[config.mk]
export PLATFORM = sky130hd
export DESIGN_NAME = inverted_utf16_to_utf8_top_flat
export DESIGN_NICKNAME = d
export VERILOG_FILES = /design/src/design/u16u8_pkg.sv /design/src/design/u16u8_in_if.sv /design/src/design/u16u8_out_if.sv /design/src/design/inverted_utf16_to_utf8_top.sv /design/src/design/u16u8_fifo.sv /design/src/design/u16u8_front.sv /design/src/design/u16u8_back.sv /design/src/flat_wrapper.sv
export SDC_FILE = /design/constraint.sdc
export NUM_CORES = 1
export LEC_CHECK = 0
export BUFFER_PORTS_ARGS = -buffer_cell sky130_fd_sc_hd__buf_2
export CELL_PAD_IN_SITES_DETAIL_PLACEMENT = 1
export CELL_PAD_IN_SITES_GLOBAL_PLACEMENT = 1
export CORE_ASPECT_RATIO = 0.5
export CORE_UTILIZATION = 49
export CTS_CLUSTER_DIAMETER = 50
export DETAILED_ROUTE_END_ITERATION = 10
export GPL_TIMING_DRIVEN = 1
export PLACE_DENSITY_LB_ADDON = 0.1
export SKIP_CTS_REPAIR_TIMING = 1
export SYNTH_ARGS = -nofsm -noshare
export SYNTH_HDL_FRONTEND = slang
export SYNTH_SLANG_ARGS = --single-unit
[constraint.sdc]
create_clock -name clk_i -period 8.7 [get_ports clk_i]
set_input_delay 0.435 -clock clk_i [delete_from_list [all_inputs] [get_ports clk_i]]
set_output_delay 0.435 -clock clk_i [all_outputs]
set_load 0.02 [all_outputs]
[src/design/u16u8_pkg.sv]
package u16u8_pkg;

  localparam int COUNT_BITS = 24;
  localparam int CAP_W      = 24;
  localparam int CMP_W      = (COUNT_BITS > CAP_W ? COUNT_BITS : CAP_W) + 1;
  localparam int CP_W       = 21;
  localparam int NB_W       = 3;

  localparam logic [CAP_W-1:0] CAP_RESET = {CAP_W{1'b1}};

  // upper six bits of a utf-16 surrogate
  localparam logic [5:0] HI_SUR_TAG = 6'b110110;
  localparam logic [5:0] LO_SUR_TAG = 6'b110111;

  localparam int FIFO_DEPTH = 2;
  localparam int FIFO_AW    = $clog2(FIFO_DEPTH);
  localparam int FIFO_CW    = $clog2(FIFO_DEPTH + 1);

  typedef enum logic [1:0] {
    PH_HELD,
    PH_UNIT,
    PH_END
  } ph_e;

  // one character or one end marker for the byte side
  typedef struct packed {
    logic                 is_end;
    logic [CP_W-1:0]      cp;
    logic [NB_W-1:0]      nb;
    logic [CAP_W-1:0]     count;
    logic                 trunc;
  } cmd_t;

endpackage

[src/design/u16u8_in_if.sv]
interface u16u8_in_if;
  logic        valid;
  logic        ready;
  logic [15:0] code_unit;
  logic        last_unit;

  modport source (output valid, output code_unit, output last_unit, input ready);
  modport sink (input valid, input code_unit, input last_unit, output ready);
endinterface

[src/design/u16u8_out_if.sv]
interface u16u8_out_if;
  logic        valid;
  logic        ready;
  logic [7:0]  out_byte;
  logic        end_of_string;
  logic [23:0] written_count;
  logic        truncated;

  modport source (output valid, output out_byte, output end_of_string,
                  output written_count, output truncated, input ready);
  modport sink (input valid, input out_byte, input end_of_string,
                input written_count, input truncated, output ready);
endinterface

[src/design/inverted_utf16_to_utf8_top.sv]
// channel   dir   handshake      payload
// in_i      in    valid/ready    code_unit[15:0], last_unit
// out_o     out   valid/ready    out_byte[7:0], end_of_string, written_count[23:0], truncated
// cfg       in    cfg_we_i       cfg_data_i[23:0] (out_capacity)
//
// the front takes one step per code unit, one more when a held high surrogate is
// flushed alone and one more for the end word; each step queues at most one word
// the back sends one byte per cycle while out_o is ready, so a unit yields 0 to 7 bytes,
// about 3 for text outside ascii
// a 2-deep queue and the registered output let each side stall independently
// rst_ni clears all string state and sets the capacity to its maximum
module inverted_utf16_to_utf8_top
  import u16u8_pkg::*;
(
  input  logic             clk_i,
  input  logic             rst_ni,
  input  logic             cfg_we_i,
  input  logic [CAP_W-1:0] cfg_data_i,
  u16u8_in_if.sink         in_i,
  u16u8_out_if.source      out_o
);

  logic push;
  cmd_t push_cmd;
  logic fifo_full;
  logic pop;
  logic head_valid;
  cmd_t head_cmd;

  u16u8_front u_front (
    .clk_i       (clk_i),
    .rst_ni      (rst_ni),
    .cfg_we_i    (cfg_we_i),
    .cfg_data_i  (cfg_data_i),
    .in_i        (in_i),
    .fifo_full_i (fifo_full),
    .push_o      (push),
    .push_cmd_o  (push_cmd)
  );

  u16u8_fifo u_fifo (
    .clk_i        (clk_i),
    .rst_ni       (rst_ni),
    .push_i       (push),
    .push_cmd_i   (push_cmd),
    .full_o       (fifo_full),
    .pop_i        (pop),
    .head_valid_o (head_valid),
    .head_cmd_o   (head_cmd)
  );

  u16u8_back u_back (
    .clk_i        (clk_i),
    .rst_ni       (rst_ni),
    .head_valid_i (head_valid),
    .head_cmd_i   (head_cmd),
    .pop_o        (pop),
    .out_o        (out_o)
  );

endmodule

[src/design/u16u8_fifo.sv]
module u16u8_fifo
  import u16u8_pkg::*;
(
  input  logic clk_i,
  input  logic rst_ni,
  input  logic push_i,
  input  cmd_t push_cmd_i,
  output logic full_o,
  input  logic pop_i,
  output logic head_valid_o,
  output cmd_t head_cmd_o
);

  cmd_t                 mem_q [FIFO_DEPTH];
  logic [FIFO_AW-1:0]   wptr_q, wptr_d;
  logic [FIFO_AW-1:0]   rptr_q, rptr_d;
  logic [FIFO_CW-1:0]   cnt_q, cnt_d;

  assign full_o       = (cnt_q == FIFO_CW'(FIFO_DEPTH));
  assign head_valid_o = (cnt_q != '0);
  assign head_cmd_o   = mem_q[rptr_q];

  always_comb begin
    wptr_d = wptr_q;
    rptr_d = rptr_q;
    cnt_d  = cnt_q;
    if (push_i) begin
      wptr_d = (wptr_q == FIFO_AW'(FIFO_DEPTH - 1)) ? '0 : wptr_q + 1'b1;
    end
    if (pop_i) begin
      rptr_d = (rptr_q == FIFO_AW'(FIFO_DEPTH - 1)) ? '0 : rptr_q + 1'b1;
    end
    unique case ({push_i, pop_i})
      2'b10:   cnt_d = cnt_q + 1'b1;
      2'b01:   cnt_d = cnt_q - 1'b1;
      default: cnt_d = cnt_q;
    endcase
  end

  always_ff @(posedge clk_i or negedge rst_ni) begin
    if (!rst_ni) begin
      wptr_q <= '0;
      rptr_q <= '0;
      cnt_q  <= '0;
    end else begin
      wptr_q <= wptr_d;
      rptr_q <= rptr_d;
      cnt_q  <= cnt_d;
    end
  end

  always_ff @(posedge clk_i) begin
    if (push_i) begin
      mem_q[wptr_q] <= push_cmd_i;
    end
  end

endmodule

[src/design/u16u8_front.sv]
module u16u8_front
  import u16u8_pkg::*;
(
  input  logic              clk_i,
  input  logic              rst_ni,
  input  logic              cfg_we_i,
  input  logic [CAP_W-1:0]  cfg_data_i,
  u16u8_in_if.sink          in_i,
  input  logic              fifo_full_i,
  output logic              push_o,
  output cmd_t              push_cmd_o
);

  logic                  item_v_q, item_v_d;
  logic [15:0]           unit_q, unit_d;
  logic                  last_q, last_d;
  ph_e                   ph_q, ph_d;
  logic                  held_q, held_d;
  logic [9:0]            held_bits_q, held_bits_d;
  logic [COUNT_BITS-1:0] count_q, count_d;
  logic                  stopped_q, stopped_d;
  logic [CAP_W-1:0]      cap_q;

  logic                  step;
  logic                  fin;
  logic                  accept;
  logic                  is_low, is_high;
  logic [CP_W-1:0]       pair_cp;
  logic [CP_W-1:0]       char_cp;
  logic [NB_W-1:0]       nb;
  logic [CMP_W-1:0]      lim, cap_ext, eff_cap, sum;
  logic                  fits;

  assign step    = item_v_q && !fifo_full_i;
  assign is_low  = (unit_q[15:10] == LO_SUR_TAG);
  assign is_high = (unit_q[15:10] == HI_SUR_TAG);
  assign pair_cp = CP_W'({held_bits_q, unit_q[9:0]}) + CP_W'(21'h10000);
  assign char_cp = (ph_q == PH_HELD)
                   ? (is_low ? pair_cp : CP_W'({HI_SUR_TAG, held_bits_q}))
                   : CP_W'(unit_q);

  always_comb begin
    if (char_cp < CP_W'(21'h80)) begin
      nb = NB_W'(1);
    end else if (char_cp < CP_W'(21'h800)) begin
      nb = NB_W'(2);
    end else if (char_cp < CP_W'(21'h10000)) begin
      nb = NB_W'(3);
    end else begin
      nb = NB_W'(4);
    end
  end

  // capacity is clipped to the range of the byte counter
  assign lim     = CMP_W'(1) << COUNT_BITS;
  assign cap_ext = CMP_W'(cap_q);
  assign eff_cap = (cap_ext < lim) ? cap_ext : lim;
  assign sum     = CMP_W'(count_q) + CMP_W'(nb);
  assign fits    = (sum < eff_cap);

  // next phase
  always_comb begin
    ph_d     = ph_q;
    item_v_d = item_v_q;
    unit_d   = unit_q;
    last_d   = last_q;
    fin      = 1'b0;
    if (step) begin
      unique case (ph_q)
        PH_HELD: begin
          if (!fits || is_low) begin
            if (last_q) ph_d = PH_END;
            else fin = 1'b1;
          end else begin
            ph_d = PH_UNIT;
          end
        end
        PH_UNIT: begin
          if (last_q) ph_d = PH_END;
          else fin = 1'b1;
        end
        PH_END: begin
          fin = 1'b1;
        end
        default: fin = 1'b1;
      endcase
    end
    if (fin) begin
      item_v_d = 1'b0;
    end
    accept = in_i.valid && (!item_v_q || fin);
    if (accept) begin
      item_v_d = 1'b1;
      unit_d   = ~in_i.code_unit;
      last_d   = in_i.last_unit;
      ph_d     = (held_d && !stopped_d) ? PH_HELD : PH_UNIT;
    end
  end

  assign in_i.ready = !item_v_q || fin;

  // state updates and the word pushed to the queue
  always_comb begin
    held_d      = held_q;
    held_bits_d = held_bits_q;
    count_d     = count_q;
    stopped_d   = stopped_q;
    push_o      = 1'b0;
    push_cmd_o  = '0;
    if (step) begin
      unique case (ph_q)
        PH_HELD: begin
          held_d = 1'b0;
          if (fits) begin
            push_o        = 1'b1;
            push_cmd_o.cp = char_cp;
            push_cmd_o.nb = nb;
            count_d       = count_q + COUNT_BITS'(nb);
          end else begin
            stopped_d = 1'b1;
          end
        end
        PH_UNIT: begin
          if (!stopped_q) begin
            if (is_high && !last_q) begin
              held_d      = 1'b1;
              held_bits_d = unit_q[9:0];
            end else if (fits) begin
              push_o        = 1'b1;
              push_cmd_o.cp = char_cp;
              push_cmd_o.nb = nb;
              count_d       = count_q + COUNT_BITS'(nb);
            end else begin
              stopped_d = 1'b1;
              held_d    = 1'b0;
            end
          end
        end
        PH_END: begin
          push_o            = 1'b1;
          push_cmd_o.is_end = 1'b1;
          push_cmd_o.nb     = NB_W'(1);
          push_cmd_o.count  = CAP_W'(count_q);
          push_cmd_o.trunc  = stopped_q;
          held_d            = 1'b0;
          held_bits_d       = '0;
          count_d           = '0;
          stopped_d         = 1'b0;
        end
        default: begin
          held_d = held_q;
        end
      endcase
    end
  end

  always_ff @(posedge clk_i or negedge rst_ni) begin
    if (!rst_ni) begin
      item_v_q    <= 1'b0;
      ph_q        <= PH_UNIT;
      held_q      <= 1'b0;
      held_bits_q <= '0;
      count_q     <= '0;
      stopped_q   <= 1'b0;
      cap_q       <= CAP_RESET;
    end else begin
      item_v_q    <= item_v_d;
      ph_q        <= ph_d;
      held_q      <= held_d;
      held_bits_q <= held_bits_d;
      count_q     <= count_d;
      stopped_q   <= stopped_d;
      if (cfg_we_i) begin
        cap_q <= cfg_data_i;
      end
    end
  end

  always_ff @(posedge clk_i) begin
    unit_q <= unit_d;
    last_q <= last_d;
  end

endmodule

[src/design/u16u8_back.sv]
module u16u8_back
  import u16u8_pkg::*;
(
  input  logic       clk_i,
  input  logic       rst_ni,
  input  logic       head_valid_i,
  input  cmd_t       head_cmd_i,
  output logic       pop_o,
  u16u8_out_if.source out_o
);

  localparam logic [0:0] LEAD1 = 1'b0;
  localparam logic [2:0] LEAD2 = 3'b110;
  localparam logic [3:0] LEAD3 = 4'b1110;
  localparam logic [4:0] LEAD4 = 5'b11110;
  localparam logic [1:0] CONT  = 2'b10;

  function automatic logic [7:0] enc_byte(logic [CP_W-1:0] cp, logic [NB_W-1:0] nb,
                                          logic [1:0] k);
    logic [1:0] sh;
    logic [5:0] grp;
    sh = 2'(nb - NB_W'(1) - NB_W'(k));
    unique case (sh)
      2'd0:    grp = cp[5:0];
      2'd1:    grp = cp[11:6];
      default: grp = cp[17:12];
    endcase
    if (k == 2'd0) begin
      unique case (nb)
        NB_W'(1): enc_byte = {LEAD1, cp[6:0]};
        NB_W'(2): enc_byte = {LEAD2, cp[10:6]};
        NB_W'(3): enc_byte = {LEAD3, cp[15:12]};
        default:  enc_byte = {LEAD4, cp[20:18]};
      endcase
    end else begin
      enc_byte = {CONT, grp};
    end
  endfunction

  logic [1:0]  idx_q, idx_d;
  logic        ov_q, ov_d;
  logic [7:0]  byte_q, byte_d;
  logic        eos_q, eos_d;
  logic [23:0] cnt_q, cnt_d;
  logic        tr_q, tr_d;
  logic        slot_free;
  logic        last_byte;

  assign slot_free = !ov_q || out_o.ready;
  assign last_byte = (idx_q == 2'(head_cmd_i.nb - NB_W'(1)));

  always_comb begin
    idx_d  = idx_q;
    ov_d   = ov_q;
    byte_d = byte_q;
    eos_d  = eos_q;
    cnt_d  = cnt_q;
    tr_d   = tr_q;
    pop_o  = 1'b0;
    if (slot_free && head_valid_i) begin
      ov_d   = 1'b1;
      byte_d = head_cmd_i.is_end ? 8'd0 : enc_byte(head_cmd_i.cp, head_cmd_i.nb, idx_q);
      eos_d  = head_cmd_i.is_end;
      cnt_d  = head_cmd_i.is_end ? head_cmd_i.count : '0;
      tr_d   = head_cmd_i.is_end && head_cmd_i.trunc;
      if (last_byte || head_cmd_i.is_end) begin
        pop_o = 1'b1;
        idx_d = '0;
      end else begin
        idx_d = idx_q + 1'b1;
      end
    end else if (out_o.ready) begin
      ov_d = 1'b0;
    end
  end

  assign out_o.valid         = ov_q;
  assign out_o.out_byte      = byte_q;
  assign out_o.end_of_string = eos_q;
  assign out_o.written_count = cnt_q;
  assign out_o.truncated     = tr_q;

  always_ff @(posedge clk_i or negedge rst_ni) begin
    if (!rst_ni) begin
      idx_q <= '0;
      ov_q  <= 1'b0;
    end else begin
      idx_q <= idx_d;
      ov_q  <= ov_d;
    end
  end

  always_ff @(posedge clk_i) begin
    byte_q <= byte_d;
    eos_q  <= eos_d;
    cnt_q  <= cnt_d;
    tr_q   <= tr_d;
  end

endmodule
[src/flat_wrapper.sv]
// flat-port wrapper written by rule: the top's interface ports become plain ports
module inverted_utf16_to_utf8_top_flat import u16u8_pkg::*;
  (clk_i, rst_ni, cfg_we_i, cfg_data_i, in_i_valid, in_i_code_unit, in_i_last_unit, in_i_ready, out_o_valid, out_o_out_byte, out_o_end_of_string, out_o_written_count, out_o_truncated, out_o_ready);
  u16u8_in_if in_i_i ();
  u16u8_out_if out_o_i ();
  input  logic clk_i;
  input  logic rst_ni;
  input  logic cfg_we_i;
  input  logic [CAP_W-1:0] cfg_data_i;
  input wire logic [$bits(in_i_i.valid)-1:0] in_i_valid;
  input wire logic [$bits(in_i_i.code_unit)-1:0] in_i_code_unit;
  input wire logic [$bits(in_i_i.last_unit)-1:0] in_i_last_unit;
  output wire logic [$bits(in_i_i.ready)-1:0] in_i_ready;
  output wire logic [$bits(out_o_i.valid)-1:0] out_o_valid;
  output wire logic [$bits(out_o_i.out_byte)-1:0] out_o_out_byte;
  output wire logic [$bits(out_o_i.end_of_string)-1:0] out_o_end_of_string;
  output wire logic [$bits(out_o_i.written_count)-1:0] out_o_written_count;
  output wire logic [$bits(out_o_i.truncated)-1:0] out_o_truncated;
  input wire logic [$bits(out_o_i.ready)-1:0] out_o_ready;
  assign in_i_i.valid = in_i_valid;
  assign in_i_i.code_unit = in_i_code_unit;
  assign in_i_i.last_unit = in_i_last_unit;
  assign in_i_ready = in_i_i.ready;
  assign out_o_valid = out_o_i.valid;
  assign out_o_out_byte = out_o_i.out_byte;
  assign out_o_end_of_string = out_o_i.end_of_string;
  assign out_o_written_count = out_o_i.written_count;
  assign out_o_truncated = out_o_i.truncated;
  assign out_o_i.ready = out_o_ready;
  inverted_utf16_to_utf8_top u_core (.clk_i(clk_i), .rst_ni(rst_ni), .cfg_we_i(cfg_we_i), .cfg_data_i(cfg_data_i), .in_i(in_i_i), .out_o(out_o_i));
endmodule
==> key figures <==
Outcome
  • Status: complete, no violations

Placed design
  • Post-Place Cell Area: 11300 um2
  • Port bufs: 81
  • GPL Wtd Cong: approximately 0.84
  • DP HPWL: around 17000 um

Power and ir drop
  • Switching Share: 38.6%
  • Pleak: ~0.0051 uW
  • Power share of the clock group: about a fifth
  • PwrDens: ~370 nW/um2
  • Flop pwr share: 40.5%
  • Worst vdd ir: 0.208 mV
  • Combinational Power Share: approximately two fifths
  • Switch Pwr: 1710 uW
  • Power Internal: ~2700 uW

Timing
  • Rel. slew slack: 20.1%
  • Final Critical Period: around 7.2 ns
  • Pins Over Slew Limit: 0
  • Setup TNS: 0 ns
  • Fin. Hold Viols: 0
  • Fmax: between 0.1 and 0.15 GHz
  • Worst hold slack: slightly above 0.1 ns
  • Clock skew: about 0.019 ns
  • Final Setup Violations: 0
  • Tcrit/Tclk final: between 80% and 90%
  • RSZ-0062 raised after global routing: no
  • Least-Margin Pin Slew: approximately 1.2 ns

Floorplan
  • Initial core utilization: around half
  • Die W: around 210 um
  • Die Area: roughly 22000 um2
  • Die height: ~110 um
  • IO Pins: 82
  • Num rows: 37
  • Core region area: 20900 um2

Logic synthesis
  • Most common cell in the synthesized netlist: edfxtp_1
  • Post-synth EDFFs: approximately 150
  • Sequential share of the synthesized area: just under 60%
  • Adder-cell share of the synthesized area: under 10%
  • Top cell type's share of synthesized area: 42.5%
  • Post-Syn Instances: between 800 and 900
  • Synth warnings: 0
  • Largest family of logic cells by synthesized area: simple AND/OR/NAND/NOR gates
  • Top cells by area, synth: edfxtp_1 42%, dfrtp_1 11%, dfstp_2 6.2%, mux2i_1 5.4%, ha_1 3.9%
  • Synth Area in Simple Gates: around 15%
  • Synth top cells by count: 151 x edfxtp_1, 106 x nand2_1, 70 x nor2_1, 58 x mux2i_1, 51 x o21ai_0
  • FFs w/ async S/R, synth: roughly a third
  • Post-synthesis xor/xnor area fraction: roughly 2.5%
  • Post-Syn Nets: a little under 1000
  • Post-Syn Area: between 10000 and 15000 um2
  • Largest area contributor in the netlist: edfxtp_1
  • Seq cells post-synth: between 200 and 250
  • Post-synth top flop: edfxtp_1
  • Compound-Gate Fraction of Synth Area: 7.76%
  • Post-synthesis mux area share: under 10%
  • Syn_area_per_cell: about 12 um2
  • Count of different cell masters after synthesis: 62

Worst setup path
  • Crit. End Element: register
  • Setup CP Type: reg -> reg
  • Critical Path RT: between 8 and 9 ns
  • Critical Path Start Type: register
  • R2R depth: 23
  • CP max FO: 31
  • Worst path max stage delay: 0.75 ns
  • Crit path DAT: ~7.4 ns
  • Critical path cell sequence: nand4b_1 > nor2_1 > nand2_1 > nor4_1 > a31o_2 > nor2b_1 > nor2_1 > ha_1 > a21o_1 > a21oi_1 > nor4_1 > nand3_1 > xnor2_1 > ha_1 > nand3_1 > nor4_1 > a211oi_1 > nand3_1 > nor4b_4 > buf_4 > nor2_2 > nor2b_4 > buf_4
  • Crit-path slowest cell: nor4_1

Routing
  • Vias after detailed routing: just over 7000
  • Drt first-iter violations: about 460
  • TritonRoute pass-1 iters: 4
  • Wire per inst: ~20 um
  • Total Wirelength: approximately 25000 um
  • Antenna viol nets, final: 0
  • Routed vias/inst: between 5 and 6
  • # DRC: 0

Run
  • Max_cap viols: 0

Clocking
  • Clock sinks: between 200 and 250
  • Maximum clock path buffer count: 3
  • H-tree Lvls: 1
  • Clock latency on the worst-skew pair: 0.52 ns
  • Clk slew on worst S/H paths: about 0.07 ns
  • CTS buffer count: 21
  • Clock root cell: clkbuf_16
  • CTS tree: yes

Cells and area
  • Post-Route Utilization: a little under three fifths
  • FF+latch area: ~6300 um2
  • Layout fillers: around 2200
  • Multi-input logic area: 3980 um2
  • Antenna diode instance count: 0
  • Fraction of layout cells with a size suffix above 1: just under 20%
  • Final nets: around 1000
  • Finished Cell Area: between 10000 and 15000 um2
  • Area Growth Syn to Fin: 12.4%

GRT
  • Number of global-route vias before repair: approximately 7400
  • Pin count of the biggest net entering global routing: 57
  • All-Layer GR Usage: a little under a quarter
  • Initial antenna violation count: 0
  • First-pass GRT wire length: 40000 um
  • GRT Residual Overflow: 0

Min path
  • Hold Crit Depth: 1
  • Hold/Removal Path Class: in -> reg
[cell usage in the layout (no fill, tap or decap), types with 5 or more instances in the layout]
| cell type | instances |
|---|---|
| a21oi_1 | 22 |
| xor2_1 | 10 |
| and3_1 | 13 |
| buf_4 | 7 |
| o22ai_1 | 6 |
| nor2_4 | 11 |
| o21ai_0 | 51 |
| buf_2 | 81 |
| inv_1 | 49 |
| nor3_2 | 6 |
| and2_1 | 32 |
| a21o_1 | 8 |
| mux4_2 | 6 |
| nor2_1 | 69 |
| nand3_1 | 27 |
| mux2i_1 | 57 |
| dfstp_2 | 25 |
| a211oi_1 | 14 |
| dfrtp_1 | 44 |
| ha_1 | 33 |
| nand4_1 | 11 |
| nor3_1 | 10 |
| clkbuf_16 | 21 |
| edfxtp_1 | 151 |
| a211o_1 | 7 |
| xnor2_1 | 21 |
| nand2b_1 | 5 |
| a221o_1 | 5 |
| nand2_1 | 106 |
[worst max-delay path: cells and delay by family (launching register included)]
kind / cells / cell delay [ns]
and+or+nand+nor: 14 / 4.00
buffers and inverters: 2 / 0.84
AOI/OAI and AO/OA: 4 / 0.69
adders and majority gates: 2 / 0.62
DFF: 1 / 0.41
xor gates and xnor gates: 1 / 0.27
[per-layer routing]
metal	part of all wire, %	track usage, %	vias to the layer above
met4	1.9	5.33	0
met3	3.9	4.25	37
met2	48	37.7	134
li1	-	-	3341
met5	0	0	-
met1	46	32.1	3550
[final cells by class]
cell class	count	area share [%]
clock buffers	27	4.74
clock inverters	10	0.918
inverters	50	1.56
multi-input cells	584	33.2
flip-flops and latches	221	52.7
well taps	292	3.05
repair buffers	89	3.90
[stage by stage]
step,setup slack (ns),cells,power (uW)
6_report,1.46,1273,4430
2_1_floorplan,1.41,899,3020
3_3_place_gp,2.02,1235,3430
3_5_place_dp,1.55,1235,3530
5_1_grt,0.945,1273,4680
4_1_cts,1.54,1272,4470
[final timing paths]
kind,slack (ns),from,end
worst min register to register,0.52,u_core.u_front.cap_q[5],u_core.u_front.cap_q[5]
worst max-delay path,1.46,u_core.u_front.unit_q[13],u_core.u_fifo.mem_q[1][30]
min in group asynchronous,0.47,rst_ni,u_core.u_front.count_q[7]
worst max register to register,1.46,u_core.u_front.unit_q[13],u_core.u_fifo.mem_q[1][30]
max in group asynchronous,7.11,rst_ni,u_core.u_fifo.rptr_q
worst min-delay path,0.10,in_i_last_unit,u_core.u_front.last_q
[power groups by stage]
stage               clock network [uW]  registers (uW)  logic (uW)
floorplan                            0            1870        1160
global placement                     0            1790        1640
detailed placement                   0            1820        1710
CTS                                948            1800        1730
global route                       985            1830        1860
finish                             933            1800        1700
[sequential cells by signal, indices dropped and copies added, names as in the netlist, 2 cells and up]
| register | cells |
|---|---|
| u_core.u_fifo.mem_q | 100 |
| u_core.u_back.out_o.written_count | 24 |
| u_core.u_front.cap_q | 24 |
| u_core.u_front.count_q | 24 |
| u_core.u_front.unit_q | 16 |
| u_core.u_front.held_bits_q | 10 |
| u_core.u_back.out_o.out_byte | 8 |
| u_core.u_back.idx_q | 2 |
| u_core.u_fifo.cnt_q | 2 |
| u_core.u_front.ph_q | 2 |
[cells by family (layout without fill, tap and decap cells)]
family,after synthesis,count (layout)
AOI/OAI and AO/OA,130,130
DFF,221,221
muxes,68,68
adders and majority gates,34,34
xor gates and xnor gates,31,31
and+or+nand+nor,321,321
buffers and inverters,94,176
(Power assumes the default switching activity.)
